**src/design/assert_macros.svh**
```systemverilog
// Assertion macros shared by the RTL files.
`ifndef ASSERT_MACROS_SVH
`define ASSERT_MACROS_SVH

`ifndef NO_ASSERTIONS

`define ASSERT_CLK(lbl, clk, rst_n, prop, msg) \
  lbl: assert property (@(posedge clk) disable iff (!rst_n) prop) else $error(msg);

`define ASSERT_NEXT(lbl, clk, rst_n, ante, cons, msg) \
  lbl: assert property (@(posedge clk) disable iff (!rst_n) (ante) |=> (cons)) else $error(msg);

`else

`define ASSERT_CLK(lbl, clk, rst_n, prop, msg)

`define ASSERT_NEXT(lbl, clk, rst_n, ante, cons, msg)

`endif

`endif

```
**src/design/atcp_pkg.sv**
```systemverilog
package atcp_pkg;

  localparam int MAX_RING_ENTRIES = 1024;
  localparam int FRACTION_BITS    = 16;

  localparam int RAND_W     = 16;
  localparam int OFFSET_W   = 16;
  localparam int WIDTH_W    = 17;
  localparam int RING_W     = 11;
  localparam int PORT_IDX_W = 10;
  localparam int COUNT_W    = 16;
  localparam int CFG_IDX_W  = 2;
  localparam int CFG_DATA_W = 17;

  localparam logic [WIDTH_W-1:0] FRAC_ONE = WIDTH_W'(1) << FRACTION_BITS;

  localparam logic [CFG_IDX_W-1:0] CFG_OFFSET = 2'd0;
  localparam logic [CFG_IDX_W-1:0] CFG_WIDTH  = 2'd1;
  localparam logic [CFG_IDX_W-1:0] CFG_RING   = 2'd2;

  localparam logic OP_PICK  = 1'b0;
  localparam logic OP_WRITE = 1'b1;

  localparam logic [OFFSET_W-1:0] RESET_OFFSET = '0;
  localparam logic [WIDTH_W-1:0]  RESET_WIDTH  = FRAC_ONE;
  localparam logic [RING_W-1:0]   RESET_RING   = RING_W'(1024);

endpackage

```
**src/design/atcp_draw.sv**
```systemverilog
`include "assert_macros.svh"

module atcp_draw #(
  parameter int MAX_RING_ENTRIES = atcp_pkg::MAX_RING_ENTRIES,
  localparam int IDX_W = (MAX_RING_ENTRIES > 1) ? $clog2(MAX_RING_ENTRIES) : 1,
  localparam int RS_W  = $clog2(MAX_RING_ENTRIES + 1)
) (
  input  logic                          clk,
  input  logic                          rst_n,
  input  logic                          go,
  input  logic [atcp_pkg::RAND_W-1:0]   rand_first,
  input  logic [atcp_pkg::RAND_W-1:0]   rand_second,
  input  logic [atcp_pkg::OFFSET_W-1:0] offset,
  input  logic [atcp_pkg::WIDTH_W-1:0]  width,
  input  logic [RS_W-1:0]               rs,
  output logic                          done,
  output logic [IDX_W-1:0]              first,
  output logic [IDX_W-1:0]              second
);

  localparam int F      = atcp_pkg::FRACTION_BITS;
  localparam int POS_W  = RS_W + F + 1;
  localparam int PROD_W = POS_W + atcp_pkg::RAND_W;
  localparam logic [POS_W-1:0] ONE_POS = POS_W'(1) << F;

  localparam logic [3:0] D_IDLE  = 4'd0;
  localparam logic [3:0] D_MUL0  = 4'd1;
  localparam logic [3:0] D_MUL1  = 4'd2;
  localparam logic [3:0] D_FIRST = 4'd3;
  localparam logic [3:0] D_FB    = 4'd4;
  localparam logic [3:0] D_FE    = 4'd5;
  localparam logic [3:0] D_OV    = 4'd6;
  localparam logic [3:0] D_REM   = 4'd7;
  localparam logic [3:0] D_MUL2  = 4'd8;
  localparam logic [3:0] D_POS2  = 4'd9;
  localparam logic [3:0] D_ADJ   = 4'd10;
  localparam logic [3:0] D_SEC   = 4'd11;

  logic [3:0] d_state_r, d_state_nxt;
  logic       done_r, done_nxt;

  logic [atcp_pkg::RAND_W-1:0] r1_r, r1_nxt, r2_r, r2_nxt;
  logic [POS_W-1:0] o_r, o_nxt, w_r, w_nxt, ow_r, ow_nxt, p_r, p_nxt;
  logic [POS_W-1:0] fb_r, fb_nxt, fe_r, fe_nxt, lo_r, lo_nxt, ov_r, ov_nxt;
  logic [POS_W-1:0] rem_r, rem_nxt, thr_r, thr_nxt, pos_r, pos_nxt;
  logic [IDX_W-1:0] first_r, first_nxt, second_r, second_nxt;

  logic [POS_W-1:0]            total;
  logic [POS_W-1:0]            mul_a;
  logic [atcp_pkg::RAND_W-1:0] mul_b;
  logic [PROD_W-1:0]           prod;
  logic [POS_W-1:0]            mod_in, mod_out;

  assign total = POS_W'(rs) << F;

  // shared multiplier: first draw, then second draw
  assign mul_a = (d_state_r == D_MUL1) ? w_r : rem_r;
  assign mul_b = (d_state_r == D_MUL1) ? r1_r : r2_r;
  assign prod  = PROD_W'(mul_a) * PROD_W'(mul_b);

  // wrap once around the ring
  assign mod_in  = (d_state_r == D_FIRST) ? (o_r + p_r) : pos_r;
  assign mod_out = (mod_in >= total) ? (mod_in - total) : mod_in;

  always_comb begin
    logic [POS_W-1:0] fbx, fb_sum, hi;
    fbx         = POS_W'(first_r) << F;
    fb_sum      = fbx + total;
    hi          = (fe_r < ow_r) ? fe_r : ow_r;
    d_state_nxt = d_state_r;
    done_nxt    = 1'b0;
    r1_nxt      = r1_r;
    r2_nxt      = r2_r;
    o_nxt       = o_r;
    w_nxt       = w_r;
    ow_nxt      = ow_r;
    p_nxt       = p_r;
    fb_nxt      = fb_r;
    fe_nxt      = fe_r;
    lo_nxt      = lo_r;
    ov_nxt      = ov_r;
    rem_nxt     = rem_r;
    thr_nxt     = thr_r;
    pos_nxt     = pos_r;
    first_nxt   = first_r;
    second_nxt  = second_r;
    case (d_state_r)
      D_IDLE: begin
        if (go) begin
          r1_nxt      = rand_first;
          r2_nxt      = rand_second;
          d_state_nxt = D_MUL0;
        end
      end
      D_MUL0: begin
        o_nxt       = POS_W'(offset) * POS_W'(rs);
        w_nxt       = POS_W'(width) * POS_W'(rs);
        d_state_nxt = D_MUL1;
      end
      D_MUL1: begin
        p_nxt       = POS_W'(prod >> F);
        ow_nxt      = o_r + w_r;
        d_state_nxt = D_FIRST;
      end
      D_FIRST: begin
        first_nxt   = mod_out[F +: IDX_W];
        d_state_nxt = D_FB;
      end
      D_FB: begin
        fb_nxt      = (fb_sum < ow_r) ? fb_sum : fbx;
        d_state_nxt = D_FE;
      end
      D_FE: begin
        fe_nxt      = fb_r + ONE_POS;
        lo_nxt      = (fb_r > o_r) ? fb_r : o_r;
        d_state_nxt = D_OV;
      end
      D_OV: begin
        ov_nxt      = (hi > lo_r) ? (hi - lo_r) : '0;
        d_state_nxt = D_REM;
      end
      D_REM: begin
        rem_nxt     = (w_r > ov_r) ? (w_r - ov_r) : '0;
        thr_nxt     = fe_r - ov_r;
        d_state_nxt = D_MUL2;
      end
      D_MUL2: begin
        p_nxt       = POS_W'(prod >> F);
        d_state_nxt = D_POS2;
      end
      D_POS2: begin
        pos_nxt     = o_r + p_r;
        d_state_nxt = D_ADJ;
      end
      D_ADJ: begin
        // skip the span taken by the first entry
        pos_nxt     = (pos_r >= thr_r) ? (pos_r + ov_r) : pos_r;
        d_state_nxt = D_SEC;
      end
      D_SEC: begin
        second_nxt  = (rem_r == '0) ? first_r : mod_out[F +: IDX_W];
        done_nxt    = 1'b1;
        d_state_nxt = D_IDLE;
      end
      default: begin
        d_state_nxt = D_IDLE;
      end
    endcase
  end

  always_ff @(posedge clk) begin
    if (!rst_n) begin
      d_state_r <= D_IDLE;
      done_r    <= 1'b0;
    end else begin
      d_state_r <= d_state_nxt;
      done_r    <= done_nxt;
    end
  end

  always_ff @(posedge clk) begin
    r1_r     <= r1_nxt;
    r2_r     <= r2_nxt;
    o_r      <= o_nxt;
    w_r      <= w_nxt;
    ow_r     <= ow_nxt;
    p_r      <= p_nxt;
    fb_r     <= fb_nxt;
    fe_r     <= fe_nxt;
    lo_r     <= lo_nxt;
    ov_r     <= ov_nxt;
    rem_r    <= rem_nxt;
    thr_r    <= thr_nxt;
    pos_r    <= pos_nxt;
    first_r  <= first_nxt;
    second_r <= second_nxt;
  end

  assign done   = done_r;
  assign first  = first_r;
  assign second = second_r;

  `ASSERT_CLK(a_go_when_idle, clk, rst_n, go |-> d_state_r == D_IDLE, "draw started while busy")
  `ASSERT_NEXT(a_done_after_sec, clk, rst_n, d_state_r == D_SEC, done_r && d_state_r == D_IDLE, "draw done missing")

endmodule
```
**config.mk**
```make
export PLATFORM = sky130hd
export DESIGN_NAME = atcp_draw
export DESIGN_NICKNAME = d
export VERILOG_FILES = /design/src/design/atcp_pkg.sv /design/src/design/atcp_draw.sv
export VERILOG_INCLUDE_DIRS = /design/src /design/src/design
export SDC_FILE = /design/constraint.sdc
export NUM_CORES = 2
export LEC_CHECK = 0
export BUFFER_PORTS_ARGS = -buffer_cell sky130_fd_sc_hd__buf_2
export CAP_MARGIN = 20
export CORE_MARGIN = 2
export CORE_UTILIZATION = 35
export CTS_BUF_LIST = sky130_fd_sc_hd__clkbuf_8 sky130_fd_sc_hd__clkbuf_16
export DETAILED_ROUTE_END_ITERATION = 16
export PLACE_DENSITY = 0.56
export SYNTH_ARGS = -nofsm -noshare
export SYNTH_HDL_FRONTEND = slang
export SYNTH_SLANG_ARGS = --single-unit
```
**constraint.sdc**
```tcl
create_clock -name clk -period 25.3 [get_ports clk]
set_input_delay 3.795 -clock clk [delete_from_list [all_inputs] [get_ports clk]]
set_output_delay 3.795 -clock clk [all_outputs]
set_load 0.005 [all_outputs]
```
After elaboration in Yosys (flattened, before gate mapping) --
Index checks and enable logic that the tools add are counted. Widths: inputs -> output; s select.
Storage, ports and cells: output and inout bits 21, logic and storage cells 70, register bits 364, input port bits 79
Operators by class: reduce and logical (&&, ||, !) cells 6, multiply operators 3, add/sub/neg operators 9, mux-type cells 13, equal/unequal tests 13, $lt $le $gt $ge 7
Operators with widths (count):
- $mux 28 | 4
- $sub 28x28->28 | 3
- $add 27x28->28 | 2
- $gt 28x28->1 | 2
- $lt 28x28->1 | 2
- $pmux 28 s2 | 1
- $mux 26 | 2
- $mul 28x16->44 | 1
- $pmux 4 s11 | 1
- $add 26x27->28 | 1
- $add 28x17->28 const B | 1
- $add 28x28->28 | 1
- $ge 28x27->1 | 1
- $ge 28x28->1 | 1
- $gt 28x27->1 | 1
- $logic_not 28->1 | 1
- $mul 17x11->28 | 1
- $mul 16x11->27 | 1
- $mux 27 | 1
- $sub 26x26->26 | 1
- $eq 4x3->1 const B | 4
- $eq 4x4->1 const B | 4
- $mux 16 | 1
- $mux 10 | 1
- 9 further kinds | 12

Longest topological paths before layout --
depth in word-level cells 5, depth in mapped cells 30, mapped depth without buffers 27

Worst setup path before layout --
Ideal clock, no wire load.
kind input -> register, from input port rs[4], to register o_r[25] (data pin), cell stages on the path 24, library setup time 134 ps, data arrival time 8981 ps, data required time 25166 ps, path buffers 2, path slack 16184 ps, cells stage by stage clkbuf_1 > clkbuf_1 > nand2_1 > fa_1 > inv_1 > fa_1 > inv_1 > fa_1 > inv_1 > fa_1 > inv_1 > fa_1 > inv_1 > ha_1 > o21a_1 > o21ai_0 > a21oi_1 > o21a_1 > o21ai_0 > a21oi_1 > o211ai_1 > a21oi_1 > or3_1 > nand3_1
Between the ends: cells in the longest elaborated chain, start to end 1
Ends and longest elaborated chain:
- start, declared | line atcp_draw.sv:15 | input logic [RS_W-1:0] rs,
- $mul 16x11->27 | line atcp_draw.sv:96 | o_nxt = POS_W'(offset) * POS_W'(rs);
- end signal, assigned | line atcp_draw.sv:164 | o_r <= o_nxt;
- end, declared | line atcp_draw.sv:43 | logic [POS_W-1:0] o_r, o_nxt, w_r, w_nxt, ow_r, ow_nxt, p_r, p_nxt;
Every way passes these cells. A chain may end at the register's enable or synchronous reset.

Worst setup path in the final report --
from register d_state_r[1], to register p_r[27] (data pin)
Between the ends: cells in the longest elaborated chain, start to end 3, elaborated cells between the ends (all ways) 4, those cells by class 1 x mul; 1 x eq/ne; 2 x mux
Ends and longest elaborated chain:
- start, declared | line atcp_draw.sv:39 | logic [3:0] d_state_r, d_state_nxt;
- start signal, assigned | line atcp_draw.sv:156 | d_state_r <= d_state_nxt;
- $eq 4x2->1 * | line atcp_draw.sv:57, atcp_draw.sv:58
- $mux 28 / $mux 16 (equally long branches) | line atcp_draw.sv:57, atcp_draw.sv:58
- $mul 28x16->44 * | line atcp_draw.sv:59 | assign prod = PROD_W'(mul_a) * PROD_W'(mul_b);
- named net prod[43] | line atcp_draw.sv:51 | logic [PROD_W-1:0] prod;
- end signal, assigned | line atcp_draw.sv:167 | p_r <= p_nxt;
- end, declared | line atcp_draw.sv:43
Mark *: on every way through the listed nets, which the timed path passes. The rest lies on a longest branch.

==> flow_summary.yaml <==
route:
  drt_iter0_markers: 2262
  num_vias: 35100
  dr.pass1.iters: 6
  wl_per_cell_um: 19.6
  viasPerCell: 5.12
  drc: 0
  ant_nets: 0
  routed_wl_mm: 134
floorplan:
  rows: 134
  die_area_um2: 137000
  initial_core_util_pct: 35.2
  coreArea_um2: 133000
  ioPinCount: 100
  fp.dieH_um: 370
  die_w_um: 370
place:
  gp_congestion: 0.907
  io_buffers: 99
  dpl_cell_area_um2: 49500
  dp_hpwl_mm: 109
clock_tree:
  hold_buffers: 0
  cts_tree: "done"
  clock_latency_ns: 0.60
  cts-root-buf: "clkbuf_16"
  cts_buffers: 38
  cts.repair.resized: 0
  cts_sinks: 332
  post_cts_buffers: 0
  clock_path_buffers: 3
  path_clk_slew_ns: 0.07
  htreeDepth: 2
finish:
  fin_area_um2: 50800
  post-route-util_pct: 38.1
  synthToLayoutAreaGrowth_pct: 8.16
  drive_gt1_share_pct: 5.99
  num_antenna_cells: 0
  nNetsFinal: 6228
grt:
  grt_pass1_wl_mm: 210
  grt_use_total_pct: 19.8
  grt_pass1_vias: 35900
  grt_antenna_before_repair: 1
  grt_max_degree: 113
  grt.overflow.total: 0
run:
  max-cap-violations: 0
timing:
  hold_violations: 0
  hold_slack_ns: 0.639
  worst_pin_slew_ns: 1.11
  setup_violations: 0
  finalMaxSlewViolations: 0
  rsz0062_at_grt: "no"
  fmax_mhz: 107
  timing.final.crit_period_ns: 9.37
  fin_tns_setup_ns: 0
  slew_headroom_pct: 24.2
  fin_skew_ns: 0.0306
  period_share_pct: 37.0
yosys:
  ys_warn_count: 0
  ys_types: 81
  synth_area_per_cell_um2: 9.35
  syn_nets: 6205
  synth_seq_cells: 332
  synth_ff_type: "edfxtp_1"
  seq_area_frac_synth_pct: 21.1
  synth-edff-count: 327
  syn-instance-count: 5021
  synthesis.area_um2: 47000
  async_flop_share_pct: 0
worst_setup_path:
  required_ns: 25.62
  setup.worst_path.class: "reg -> reg"
  cp-start-kind: "flip-flop"
  worst-path-max-fanout: 112
  cp_data_arrival_time_ns: 9.69
  endpoint_kind: "flip-flop"
hold_path:
  hold_path.class: "reg -> reg"
status:
  outcome: "completed"
[cell usage after synthesis, types with 15 or more instances]
library cell	instances	area (um^2)
inv_1	840	3150
nand2_1	650	2440
fa_1	627	12600
ha_1	478	5980
nor2_1	367	1380
edfxtp_1	327	9820
a21oi_1	208	1040
and2_1	175	1090
xnor2_1	149	1310
clkbuf_1	147	552
o21ai_0	142	711
a21o_1	126	946
nand3_1	75	375
xor2_1	69	604
mux2_2	61	687
nor2b_1	54	338
nor3_1	50	250
mux2i_1	45	450
o21bai_1	36	270
nand4_1	32	200
o21a_1	30	225
nand2b_1	29	181
o211ai_1	26	195
a31oi_1	23	144
nor4_1	23	144
and3_1	21	131
o31ai_1	18	135
a211o_1	15	131
a211oi_1	15	113
[placed cells by master, fill, tap and decap left out, drive strengths merged, types with 30 or more instances in the layout]
cell / Yosys / final
a21o: 126 / 126
a21oi: 209 / 209
and2: 175 / 175
buf: 8 / 138
clkbuf: 147 / 39
edfxtp: 327 / 327
fa: 627 / 627
ha: 478 / 478
inv: 841 / 849
mux2: 61 / 61
mux2i: 46 / 46
nand2: 652 / 652
nand3: 75 / 75
nand4: 32 / 32
nor2: 367 / 367
nor2b: 54 / 54
nor3: 51 / 51
o21a: 30 / 30
o21ai: 149 / 149
o21bai: 36 / 36
xnor2: 149 / 149
xor2: 69 / 69
[sequential cells by signal (all words and copies together) (netlist names)]
signal	cells
o_r	27
ow_r	28
rem_r	28
p_r	28
done	1
d_state_r	4
pos_r	28
second	10
w_r	28
r1_r	16
lo_r	28
fe_r	12
fb_r	12
thr_r	28
ov_r	28
r2_r	16
first	10
[path summary, 6_finish.rpt]
path | from | endpoint | cells past startpoint | slack (ns)
setup / recovery | d_state_r[1] | p_r[27] | 26 | 15.93
setup reg to reg | d_state_r[1] | p_r[27] | 26 | 15.93
hold / removal | fb_r[27] | lo_r[27] | 0 | 0.64
hold reg to reg | fb_r[27] | lo_r[27] | 0 | 0.64
[routing by layer]
layer / share of wire (%) / routed length (um) / global-route usage, %
met1: 43 / 58400 / 25.9
met2: 49 / 65600 / 34.2
met3: 4.6 / 6250 / 2.21
met4: 3.0 / 4070 / 5.82
met5: 0.0097 / 13 / 0
[cells by family after synthesis]
logic type,count (synthesis),share of synthesized area [%]
and+or+nand+nor,1535,14.9
AOI/OAI and AO/OA,728,10.0
xor gates and xnor gates,218,4.07
muxes,107,2.45
buffers and inverters,996,7.96
adders and majority gates,1105,39.5
DFF,332,21.1
[cell type report]
type / count / area, um^2
repair buffers: 138 / 808
well taps: 1768 / 2210
clock buffers: 39 / 976
fillers: 13400 / 82500
flip-flops and latches: 332 / 9920
clock inverters: 30 / 337
inverters: 841 / 3160
multi-input cells: 3693 / 33400
[stage by stage]
step | setup WS [ns] | cells
after floorplan | 16.18 | 5021
after detailed placement | 15.47 | 6770
after global placement | 15.49 | 6768
final | 15.93 | 6841
after CTS | 15.82 | 6839
after global routing | 15.50 | 6841
[critical path: stages (launching register included)]
cell and delay (ns):
dfxtp_1 0.58, nor4b_4 0.34, buf_12 0.42, mux2i_1 0.99
nor2_1 0.17, fa_1 0.54, inv_1 0.06, fa_1 0.53
inv_1 0.05, fa_1 0.51, fa_1 0.44, fa_1 0.49
inv_1 0.05, fa_1 0.47, inv_1 0.04, ha_1 0.29
nand3_1 0.14, a21oi_1 0.13, o21ai_0 0.10, a31o_2 0.31
a211oi_1 0.65, o21ai_0 0.25, a21boi_1 0.33, o221ai_1 0.25
o21ai_0 0.33, a21oi_1 0.14, xnor2_1 0.17
Power is left out: the tool's default activity adds up to more than one toggle a clock period on the data nets, which glitch-free logic cannot reach.
